### config.mk
export PLATFORM = sky130hd
export DESIGN_NAME = lift_alarm_sequencer
export DESIGN_NICKNAME = d
export VERILOG_FILES = /design/src/hdl/las_pkg.sv /design/src/hdl/las_front.sv /design/src/hdl/las_queue.sv /design/src/hdl/las_back.sv /design/src/hdl/lift_alarm_sequencer.sv
export SDC_FILE = /design/constraint.sdc
export NUM_CORES = 1
export LEC_CHECK = 0
export ABC_AREA = 0
export BUFFER_PORTS_ARGS = -buffer_cell sky130_fd_sc_hd__clkbuf_2
export CAP_MARGIN = 10
export CORE_ASPECT_RATIO = 1.4
export CORE_MARGIN = 2
export CORE_UTILIZATION = 61
export CTS_CLUSTER_SIZE = 12
export DETAILED_ROUTE_END_ITERATION = 7
export PLACE_DENSITY = 0.9
export SYNTH_ARGS = -nofsm -noshare
export SYNTH_HDL_FRONTEND = slang
export SYNTH_HIERARCHICAL = 1
export SYNTH_SLANG_ARGS = --single-unit
### constraint.sdc
create_clock -name i_clk -period 4.3 [get_ports i_clk]
set_clock_uncertainty 0.05 [all_clocks]
set_input_delay 0.645 -clock i_clk [delete_from_list [all_inputs] [get_ports i_clk]]
set_output_delay 0.645 -clock i_clk [all_outputs]
set_load 0.02 [all_outputs]
### src/hdl/las_pkg.sv
// ---------------------------------------------------------------------------
// las_pkg: shared types and constants of the lift alarm sequencer
// Word layouts, command and register codes, and the player frame builder.
// ---------------------------------------------------------------------------
package las_pkg;

    localparam int LAS_FRAME_LENGTH = 8;
    localparam int LAS_MAX_FRAMES   = 4;
    localparam int LAS_POS_W        = $clog2(LAS_FRAME_LENGTH);
    localparam int LAS_FRM_W        = $clog2(LAS_MAX_FRAMES);
    localparam int LAS_IDX_W        = LAS_POS_W + LAS_FRM_W;
    localparam int LAS_QUEUE_DEPTH  = 2;

    // configuration port
    localparam int LAS_CFG_IDX_W  = 2;
    localparam int LAS_CFG_DATA_W = 16;
    localparam logic [LAS_CFG_IDX_W-1:0] CFG_REPLAY_GAP   = 2'd0;
    localparam logic [LAS_CFG_IDX_W-1:0] CFG_START_VOLUME = 2'd1;
    localparam logic [LAS_CFG_IDX_W-1:0] CFG_VOLUME_STEP  = 2'd2;
    localparam logic [LAS_CFG_IDX_W-1:0] CFG_VOLUME_MAX   = 2'd3;

    localparam logic [15:0] RST_REPLAY_GAP   = 16'd2000;
    localparam logic [4:0]  RST_START_VOLUME = 5'd20;
    localparam logic [4:0]  RST_VOLUME_STEP  = 5'd5;
    localparam logic [4:0]  RST_VOLUME_MAX   = 5'd30;

    // motor direction
    localparam logic [1:0] DIR_STOP = 2'd0;
    localparam logic [1:0] DIR_UP   = 2'd1;
    localparam logic [1:0] DIR_DOWN = 2'd2;

    // player state
    localparam logic [1:0] ST_STARTING = 2'd0;
    localparam logic [1:0] ST_PLAYING  = 2'd1;
    localparam logic [1:0] ST_PENDING  = 2'd2;
    localparam logic [1:0] ST_IDLE     = 2'd3;

    // command bytes
    localparam logic [7:0] CMD_ZERO   = 8'h30;
    localparam logic [7:0] CMD_ONE    = 8'h31;
    localparam logic [7:0] CMD_NINE   = 8'h39;
    localparam logic [7:0] CMD_UP     = 8'h75;
    localparam logic [7:0] CMD_DOWN   = 8'h64;
    localparam logic [7:0] CMD_MUTE   = 8'h6D;
    localparam logic [7:0] CMD_STOP   = 8'h73;

    // frame kinds, in the order a play sequence sends them
    localparam logic [LAS_FRM_W-1:0] FRM_RESET  = 2'd0;
    localparam logic [LAS_FRM_W-1:0] FRM_VOLUME = 2'd1;
    localparam logic [LAS_FRM_W-1:0] FRM_PLAY   = 2'd2;
    localparam logic [LAS_FRM_W-1:0] FRM_STOP   = 2'd3;

    localparam logic [7:0] OP_RESET  = 8'h0B;
    localparam logic [7:0] OP_VOLUME = 8'h06;
    localparam logic [7:0] OP_PLAY   = 8'h03;
    localparam logic [7:0] OP_STOP   = 8'h0E;

    localparam logic [7:0] FB_START   = 8'h7E;
    localparam logic [7:0] FB_VERSION = 8'hFF;
    localparam logic [7:0] FB_LENGTH  = 8'h06;
    localparam logic [7:0] FB_END     = 8'hEF;

    typedef struct packed {
        logic       limit_top_low;
        logic       limit_bottom_low;
        logic       busy_rise;
        logic       cmd_valid;
        logic [7:0] cmd_byte;
    } t_in_word;

    typedef struct packed {
        logic       tx_valid;
        logic [7:0] tx_byte;
        logic       motor_a;
        logic       motor_b;
        logic       motor_enable;
        logic [1:0] sound_state;
        logic       alarm_on;
        logic       last;
    } t_out_word;

    typedef struct packed {
        logic       motor_a;
        logic       motor_b;
        logic       motor_enable;
        logic [1:0] sound_state;
        logic       alarm_on;
    } t_status;

    // one tick's work for the frame sender
    typedef struct packed {
        logic       play_en;
        logic       stop_en;
        logic [4:0] volume;
        logic [3:0] track;
        t_status    status;
    } t_job;

    function automatic logic [7:0] frame_byte(
        input logic [LAS_FRM_W-1:0] kind,
        input logic [4:0]           volume,
        input logic [3:0]           track,
        input logic [LAS_POS_W-1:0] pos
    );
        logic [7:0] op;
        logic [7:0] arg;
        logic [7:0] b;
        op  = OP_STOP;
        arg = 8'h00;
        case (kind)
            FRM_RESET:  op = OP_RESET;
            FRM_VOLUME: begin
                op  = OP_VOLUME;
                arg = {3'b000, volume};
            end
            FRM_PLAY: begin
                op  = OP_PLAY;
                arg = {4'b0000, track};
            end
            default:    op = OP_STOP;
        endcase
        case (pos)
            3'd0:    b = FB_START;
            3'd1:    b = FB_VERSION;
            3'd2:    b = FB_LENGTH;
            3'd3:    b = op;
            3'd6:    b = arg;
            3'd7:    b = FB_END;
            default: b = 8'h00;
        endcase
        return b;
    endfunction

endpackage

### src/hdl/las_front.sv
// ---------------------------------------------------------------------------
// las_front: tick decoder
// Holds the motor, player and alarm state and the configuration registers.
// Each accepted tick updates the state and queues a job that
// names the frames to send and the status at the end of the tick.
// ---------------------------------------------------------------------------
module las_front (
    input  logic                              i_clk,
    input  logic                              i_rst_n,
    input  logic                              i_accept,
    input  las_pkg::t_in_word                 i_in_word,
    input  logic                              i_cfg_we,
    input  logic [las_pkg::LAS_CFG_IDX_W-1:0] i_cfg_index,
    input  logic [las_pkg::LAS_CFG_DATA_W-1:0] i_cfg_data,
    output las_pkg::t_job                     o_job
);
    import las_pkg::*;

    logic [15:0] r_gap;
    logic [4:0]  r_start_vol;
    logic [4:0]  r_step;
    logic [4:0]  r_vol_max;

    logic [1:0]  r_dir,   n_dir;
    logic [1:0]  r_ps,    n_ps;
    logic        r_alarm, n_alarm;
    logic [3:0]  r_trk,   n_trk;
    logic        r_known, n_known;
    logic [4:0]  r_vol,   n_vol;
    logic [15:0] r_wait,  n_wait;

    logic        play;
    logic        stop;
    logic [4:0]  play_vol;
    logic [3:0]  play_trk;
    logic [5:0]  raised;
    logic [7:0]  cmd;

    always_comb begin
        n_dir    = r_dir;
        n_ps     = r_ps;
        n_alarm  = r_alarm;
        n_trk    = r_trk;
        n_known  = r_known;
        n_vol    = r_vol;
        n_wait   = r_wait;
        play     = 1'b0;
        stop     = 1'b0;
        play_vol = r_vol;
        play_trk = r_trk;
        raised   = {1'b0, r_vol} + {1'b0, r_step};
        cmd      = i_in_word.cmd_byte;

        if (i_in_word.busy_rise && r_ps == ST_PLAYING) begin
            n_wait = 16'd0;
            n_ps   = ST_PENDING;
        end

        // only the limit ahead of the motion counts
        if (n_dir == DIR_UP && i_in_word.limit_top_low) begin
            n_dir = DIR_STOP;
        end
        if (n_dir == DIR_DOWN && i_in_word.limit_bottom_low) begin
            n_dir = DIR_STOP;
        end

        if (n_ps == ST_STARTING) begin
            if (r_known) begin
                play = 1'b1;
                n_ps = ST_PLAYING;
            end else begin
                n_ps = ST_IDLE;
            end
        end else if (n_ps == ST_PENDING) begin
            if (n_wait >= r_gap && r_alarm) begin
                if (raised > {1'b0, r_vol_max}) begin
                    raised = {1'b0, r_vol_max};
                end
                n_vol    = raised[4:0];
                play     = 1'b1;
                play_vol = raised[4:0];
                n_ps     = ST_PLAYING;
            end else if (n_wait != 16'hFFFF) begin
                n_wait = n_wait + 16'd1;
            end
        end

        if (i_in_word.cmd_valid) begin
            if (cmd inside {[CMD_ONE:CMD_NINE]}) begin
                n_alarm = 1'b1;
                n_trk   = 4'(cmd - CMD_ZERO);
                n_known = 1'b1;
                n_vol   = r_start_vol;
                if (n_ps == ST_IDLE) begin
                    play     = 1'b1;
                    play_vol = r_start_vol;
                    play_trk = 4'(cmd - CMD_ZERO);
                    n_ps     = ST_PLAYING;
                end
                n_dir = DIR_UP;
            end else if (cmd == CMD_UP) begin
                n_dir = DIR_UP;
            end else if (cmd == CMD_DOWN) begin
                n_alarm = 1'b0;
                n_ps    = ST_IDLE;
                stop    = 1'b1;
                n_dir   = DIR_DOWN;
            end else if (cmd == CMD_MUTE) begin
                n_alarm = 1'b0;
                n_ps    = ST_IDLE;
                stop    = 1'b1;
            end else if (cmd == CMD_STOP) begin
                n_dir = DIR_STOP;
            end
        end

        o_job.play_en             = play;
        o_job.stop_en             = stop;
        o_job.volume              = play_vol;
        o_job.track               = play_trk;
        o_job.status.motor_a      = (n_dir == DIR_DOWN);
        o_job.status.motor_b      = (n_dir == DIR_UP);
        o_job.status.motor_enable = (n_dir != DIR_STOP);
        o_job.status.sound_state  = n_ps;
        o_job.status.alarm_on     = n_alarm;
    end

    always_ff @(posedge i_clk) begin
        if (!i_rst_n) begin
            r_gap       <= RST_REPLAY_GAP;
            r_start_vol <= RST_START_VOLUME;
            r_step      <= RST_VOLUME_STEP;
            r_vol_max   <= RST_VOLUME_MAX;
        end else if (i_cfg_we) begin
            case (i_cfg_index)
                CFG_REPLAY_GAP:   r_gap       <= i_cfg_data;
                CFG_START_VOLUME: r_start_vol <= i_cfg_data[4:0];
                CFG_VOLUME_STEP:  r_step      <= i_cfg_data[4:0];
                CFG_VOLUME_MAX:   r_vol_max   <= i_cfg_data[4:0];
                default:          r_gap       <= r_gap;
            endcase
        end
    end

    always_ff @(posedge i_clk) begin
        if (!i_rst_n) begin
            r_dir   <= DIR_STOP;
            r_ps    <= ST_STARTING;
            r_alarm <= 1'b0;
            r_trk   <= 4'd0;
            r_known <= 1'b0;
            r_vol   <= 5'd0;
            r_wait  <= 16'd0;
        end else if (i_accept) begin
            r_dir   <= n_dir;
            r_ps    <= n_ps;
            r_alarm <= n_alarm;
            r_trk   <= n_trk;
            r_known <= n_known;
            r_vol   <= n_vol;
            r_wait  <= n_wait;
        end
    end

endmodule

### src/hdl/las_queue.sv
// ---------------------------------------------------------------------------
// las_queue: job queue between decoder and frame sender
// Shift queue: the head is always slot zero, a pop moves every slot down.
// ---------------------------------------------------------------------------
module las_queue #(
    parameter int DEPTH = las_pkg::LAS_QUEUE_DEPTH
) (
    input  logic          i_clk,
    input  logic          i_rst_n,
    input  logic          i_push,
    input  las_pkg::t_job i_job,
    input  logic          i_pop,
    output las_pkg::t_job o_head,
    output logic          o_full,
    output logic          o_empty
);
    import las_pkg::*;

    localparam int CW = $clog2(DEPTH + 1);

    t_job          r_slot [DEPTH];
    logic [CW-1:0] r_count;
    logic [CW-1:0] wr_pos;
    logic          do_push;
    logic          do_pop;

    assign o_full  = (r_count == CW'(DEPTH));
    assign o_empty = (r_count == '0);
    assign o_head  = r_slot[0];
    assign do_push = i_push && !o_full;
    assign do_pop  = i_pop && !o_empty;
    assign wr_pos  = do_pop ? r_count - CW'(1) : r_count;

    for (genvar i = 0; i < DEPTH; i++) begin : g_slot
        always_ff @(posedge i_clk) begin
            if (do_push && wr_pos == CW'(i)) begin
                r_slot[i] <= i_job;
            end else if (do_pop) begin
                if (i < DEPTH - 1) begin
                    r_slot[i] <= r_slot[(i < DEPTH - 1) ? i + 1 : i];
                end
            end
        end
    end

    always_ff @(posedge i_clk) begin
        if (!i_rst_n) begin
            r_count <= '0;
        end else if (do_push && !do_pop) begin
            r_count <= r_count + CW'(1);
        end else if (do_pop && !do_push) begin
            r_count <= r_count - CW'(1);
        end
    end

endmodule

### src/hdl/las_back.sv
// ---------------------------------------------------------------------------
// las_back: frame sender
// Walks the head job byte by byte into the output register, one word a
// cycle unless the output is held, and pops the job with its final word.
// ---------------------------------------------------------------------------
module las_back (
    input  logic              i_clk,
    input  logic              i_rst_n,
    input  las_pkg::t_job     i_head,
    input  logic              i_head_empty,
    output logic              o_head_pop,
    output las_pkg::t_out_word o_out_word,
    output logic              o_empty,
    input  logic              i_pop
);
    import las_pkg::*;

    logic [LAS_IDX_W-1:0] r_idx;
    logic                 r_valid;
    t_out_word            r_out;
    t_out_word            n_out;
    logic                 load;
    logic                 quiet;
    logic                 last;
    logic [LAS_FRM_W-1:0] frm;
    logic [LAS_FRM_W-1:0] last_frm;
    logic [LAS_FRM_W-1:0] kind;

    assign frm      = r_idx[LAS_POS_W +: LAS_FRM_W];
    assign quiet    = !i_head.play_en && !i_head.stop_en;
    // a play sequence is three frames, a trailing stop makes four
    assign last_frm = i_head.play_en ? (i_head.stop_en ? FRM_STOP : FRM_PLAY) : FRM_RESET;
    assign kind     = i_head.play_en ? frm : FRM_STOP;
    assign last     = quiet || (frm == last_frm && (&r_idx[LAS_POS_W-1:0]));
    assign load     = !i_head_empty && (!r_valid || i_pop);

    always_comb begin
        n_out.tx_valid     = !quiet;
        n_out.tx_byte      = quiet ? 8'h00
                           : frame_byte(kind, i_head.volume, i_head.track,
                                        r_idx[LAS_POS_W-1:0]);
        n_out.motor_a      = i_head.status.motor_a;
        n_out.motor_b      = i_head.status.motor_b;
        n_out.motor_enable = i_head.status.motor_enable;
        n_out.sound_state  = i_head.status.sound_state;
        n_out.alarm_on     = i_head.status.alarm_on;
        n_out.last         = last;
    end

    assign o_head_pop = load && last;
    assign o_out_word = r_out;
    assign o_empty    = !r_valid;

    always_ff @(posedge i_clk) begin
        if (!i_rst_n) begin
            r_valid <= 1'b0;
            r_idx   <= '0;
        end else begin
            if (load) begin
                r_valid <= 1'b1;
                r_idx   <= last ? '0 : r_idx + LAS_IDX_W'(1);
            end else if (i_pop) begin
                r_valid <= 1'b0;
            end
        end
    end

    always_ff @(posedge i_clk) begin
        if (load) begin
            r_out <= n_out;
        end
    end

endmodule

### src/hdl/lift_alarm_sequencer.sv
// ---------------------------------------------------------------------------
// lift_alarm_sequencer: lift motor and sound alarm sequencer
// Takes one word per millisecond tick and returns the player frame bytes
// that the tick causes, each with the motor and alarm status.
// ---------------------------------------------------------------------------
// A tick word is taken whenever full is low: the decoder updates the motor,
// player and alarm state at once and queues a job. The frame sender drains
// jobs one result word per cycle while pop keeps the output register free:
// a quiet tick gives one word with tx_valid low, any other tick eight words
// per frame, up to four frames; that sender is what sets the sustained rate.
// The last word of each tick has last set. The queue holds QUEUE_DEPTH jobs,
// plus the one in the output register.
module lift_alarm_sequencer #(
    parameter int QUEUE_DEPTH = las_pkg::LAS_QUEUE_DEPTH
) (
    input  logic                               i_clk,
    input  logic                               i_rst_n,
    input  logic                               push,
    output logic                               full,
    input  las_pkg::t_in_word                  i_in_word,
    output logic                               empty,
    input  logic                               pop,
    output las_pkg::t_out_word                 o_out_word,
    input  logic                               i_cfg_we,
    input  logic [las_pkg::LAS_CFG_IDX_W-1:0]  i_cfg_index,
    input  logic [las_pkg::LAS_CFG_DATA_W-1:0] i_cfg_data
);
    import las_pkg::*;

    t_job job;
    t_job head;
    logic accept;
    logic head_empty;
    logic head_pop;

    assign accept = push && !full;

    las_front u_front (
        .i_clk       (i_clk),
        .i_rst_n     (i_rst_n),
        .i_accept    (accept),
        .i_in_word   (i_in_word),
        .i_cfg_we    (i_cfg_we),
        .i_cfg_index (i_cfg_index),
        .i_cfg_data  (i_cfg_data),
        .o_job       (job)
    );

    las_queue #(
        .DEPTH (QUEUE_DEPTH)
    ) u_queue (
        .i_clk   (i_clk),
        .i_rst_n (i_rst_n),
        .i_push  (accept),
        .i_job   (job),
        .i_pop   (head_pop),
        .o_head  (head),
        .o_full  (full),
        .o_empty (head_empty)
    );

    las_back u_back (
        .i_clk        (i_clk),
        .i_rst_n      (i_rst_n),
        .i_head       (head),
        .i_head_empty (head_empty),
        .o_head_pop   (head_pop),
        .o_out_word   (o_out_word),
        .o_empty      (empty),
        .i_pop        (pop)
    );

endmodule

==> reports/results.tsv <==
metric	value	unit
design area	0.00769	mm^2
critical path class	flip-flop to flip-flop	
Worst path max stage delay	0.44	ns
terminus of the critical flop-to-flop path	u_queue/r_slot[0][14]	
Cell Pwr Density	511	mW/mm^2
synth top area cells	edfxtp_1 21%, dfxtp_1 20%, ha_1 6.7%	
DR vias	5877	
area of the multi-input gates	0.00357	mm^2
placed insts	880	
CP Capture Type	flip-flop	
register area	0.00287	mm^2
Buf+Inv Stages, Crit Path	0	
CP cell instances	ha_1, fa_1, a21o_1, a21oi_1, xnor2_1, ha_1, nor2_1, a21oi_1, o31a_1, nor3_1, mux2i_1, o211ai_1, mux2_4	
total CTS buffers	17	
min-delay src	u_queue/r_slot[0][5]	
Sink Count	119	
initial antenna violation count	0	
GPL Wtd Cong	1.02	
delay-heaviest family, CP	adder cells	
R2R cell count	13	
fillers	836	
most frequent cells in the layout	89 x nand2_1, 70 x dfxtp_1, 52 x clkbuf_2	
post_cts resized	0	
Avg Cell Area, Syn	9.50	um^2
largest family of logic cells by synthesized area	simple AND/OR/NAND/NOR gates	
share of layout cells above drive strength 1	0.185	
critical path's slowest cell	nor3_1	
Adder-Cell Fraction of Synth Area	0.0700	
most common cell after layout, fill and taps aside	nand2_1	
share of the synthesized area in the top cell type	0.213	
dpl cell area	0.00710	mm^2
Setup Viol. Count Final	0	
DRT antenna net count	0	
CTS tree	built	
setup TNS	0	ns
FP Rows	46	
Worst Path Required	4.40	ns
total setup buffers inserted after CTS	0	
hold depth	0	
Synth area leader	edfxtp_1	
Max Clock Freq	0.267	GHz
largest net degree at the start of global routing	36	
Max Cap Viol	0	
WL per Instance	18.3	um
DR iter-0 viols	545	
core area	0.0112	mm^2
Die X	93.9	um
cells after synthesis	726	
Post-synth EDFFs	49	
r2r startpoint	u_front/r_step[0]	
Initial Utilization	0.618	
vias in the first global route	5670	
num ports	53	
die height	130	um
xor and xnor area share after synthesis	0.00888	
drt total wl	16700	um
Final Hold Vio Count	0	
Netlist cell types	86	
Compound-Gate Fraction of Synth Area	0.164	
HPWL after detailed placement	11600	um
total gr overflow	0	
FFs w/ async S/R, synth	0	
Post-Layout Cell Count	913	
measured slew at the worst slew-check pin	1.05	ns
Post-Syn Area	0.00690	mm^2
clock buffer depth	2	
Hold EP	u_back/o_out_word[6]	
Synth Warn #	6	
VDD IR-drop max	0.301	mV
min Tclk post-route	3.75	ns
Min-Delay Path Class	flip-flop to flip-flop	
DR vias/cell	6.44	
register bit count reported by yosys	119	
commonest register cell after synthesis	dfxtp_1	
endpoint arrival time on the critical path	3.86	ns
Clock Latency Late Sink	0.41	ns
CTS root buf	clkbuf_16	
worst reg-to-reg setup slack	0.55	ns
Hold WS	0.370	ns
Synth Net Count	799	
Seq/Total Area, Yosys	0.416	
outcome	finished, final reports clean	
DRC Markers	0	
Pleak	0.00323	uW
first-pass GRT wire length	26700	um
Antenna Cells	0	
Synth Area in Simple Gates	0.207	
CP Max Fanout	5	
Worst slew margin	0.303	
Hold-fix buffers, CTS	0	
die area	0.0122	mm^2
global-route usage over all layers	0.280	
Port Buffers	52	
max-slew violation count	0	
Pre-Repair DR Iteration Count	6	
unrepaired setup endpoints after global routing	false	
fin nets	829	
synthesis-to-finish area growth	11.4	%
post-synthesis mux area share	0.0660	
final period utilization	0.873	
H-tree Lvls	4	
clock-pin slew on the worst setup and hold paths	0.05	ns
CP Launch Type	flip-flop	
## state kept, by name (all words and copies together) (netlist names)
register             cells
u_front/r_start_vol      5
u_front/r_trk            4
u_front/r_wait          16
u_queue/r_slot          34
u_front/r_known          1
u_front/r_step           5
u_front/r_vol            5
u_front/r_alarm          1
u_back/r_valid           1
u_queue/r_count          2
u_front/r_ps             2
u_back/r_idx             5
u_front/r_gap           16
u_back/o_out_word       15
u_front/r_vol_max        5
u_front/r_dir            2
## worst register-to-register path: cells and delay by family, from the launching register on
kind / cells / cell delay (ns)
XOR/XNOR: 1 / 0.16
AO/OA/AOI/OAI: 5 / 0.71
AND/OR/NAND/NOR: 2 / 0.60
flip-flops: 1 / 0.33
adder cells (fa/ha/maj): 3 / 0.97
multiplexers: 2 / 0.68
## cells by family (layout without fill, tap and decap cells)
family / count (synthesis) / after routing
AO/OA/AOI/OAI: 158 / 158
adder cells (fa/ha/maj): 38 / 38
XOR/XNOR: 7 / 7
multiplexers: 39 / 39
buffers and inverters: 92 / 135
AND/OR/NAND/NOR: 273 / 273
flip-flops: 119 / 119
## area by class of cell
class	count	share of cell area
Timing Repair Buffer	62	0.0441
Sequential cell	119	0.374
Tap cell	144	0.0234
Inverter	41	0.0200
Clock buffer	19	0.0576
Clock inverter	13	0.0171
Multi-Input combinational cell	515	0.464
## synthesized netlist by cell type (4+ instances only)
master	instances
nor3_1	12
xnor2_1	5
a31oi_1	10
a22o_1	5
nor2b_1	5
mux2_4	11
nand2_1	89
edfxtp_1	49
mux2_2	8
buf_4	22
clkbuf_1	19
nor2_1	44
and2_1	14
nor4_1	4
o31ai_1	11
and4_1	4
ha_1	37
nand3_1	31
inv_1	38
nand2b_1	13
mux2i_1	20
nand3b_1	6
nand4_1	8
o211ai_1	18
or3_1	4
a21o_1	4
nor2_2	4
buf_2	6
dfxtp_1	70
and3_1	8
o21ai_0	18
a21oi_1	51
## worst max-delay path by stage
stage               slack, ns              start                    end  depth (start not counted)
global route             0.33    u_front/r_ps[1]  u_queue/r_slot[0][12]                         11
floorplan                0.87       i_in_word[9]  u_queue/r_slot[0][16]                         13
finish                   0.55  u_front/r_step[0]  u_queue/r_slot[0][14]                         13
CTS                      0.61   u_front/r_vol[0]  u_queue/r_slot[0][14]                         13
detailed placement       0.42       i_in_word[9]  u_queue/r_slot[0][12]                         12
global placement         0.59       i_in_word[9]  u_queue/r_slot[0][12]                         12
## where the power goes
part	switching [uW]	internal [uW]
Clock	495	862
Sequential	93.4	1480
Combinational	661	340
## layer usage
layer,global-route usage,vias up,part of all wire
met2,0.513,301,0.53
met5,0,-,0
li1,-,2686,-
met1,0.295,2817,0.36
met3,0.0572,73,0.063
met4,0.163,0,0.047
## per-stage QoR
stage	total power, uW	utilization	worst slack [ns]
floorplan	2380	-	0.869
global placement	2500	0.636	0.589
detailed placement	2570	0.636	0.421
CTS	3930	0.688	0.606
global route	4100	0.689	0.334
finish	3930	0.689	0.548
(Power assumes the default switching activity.)
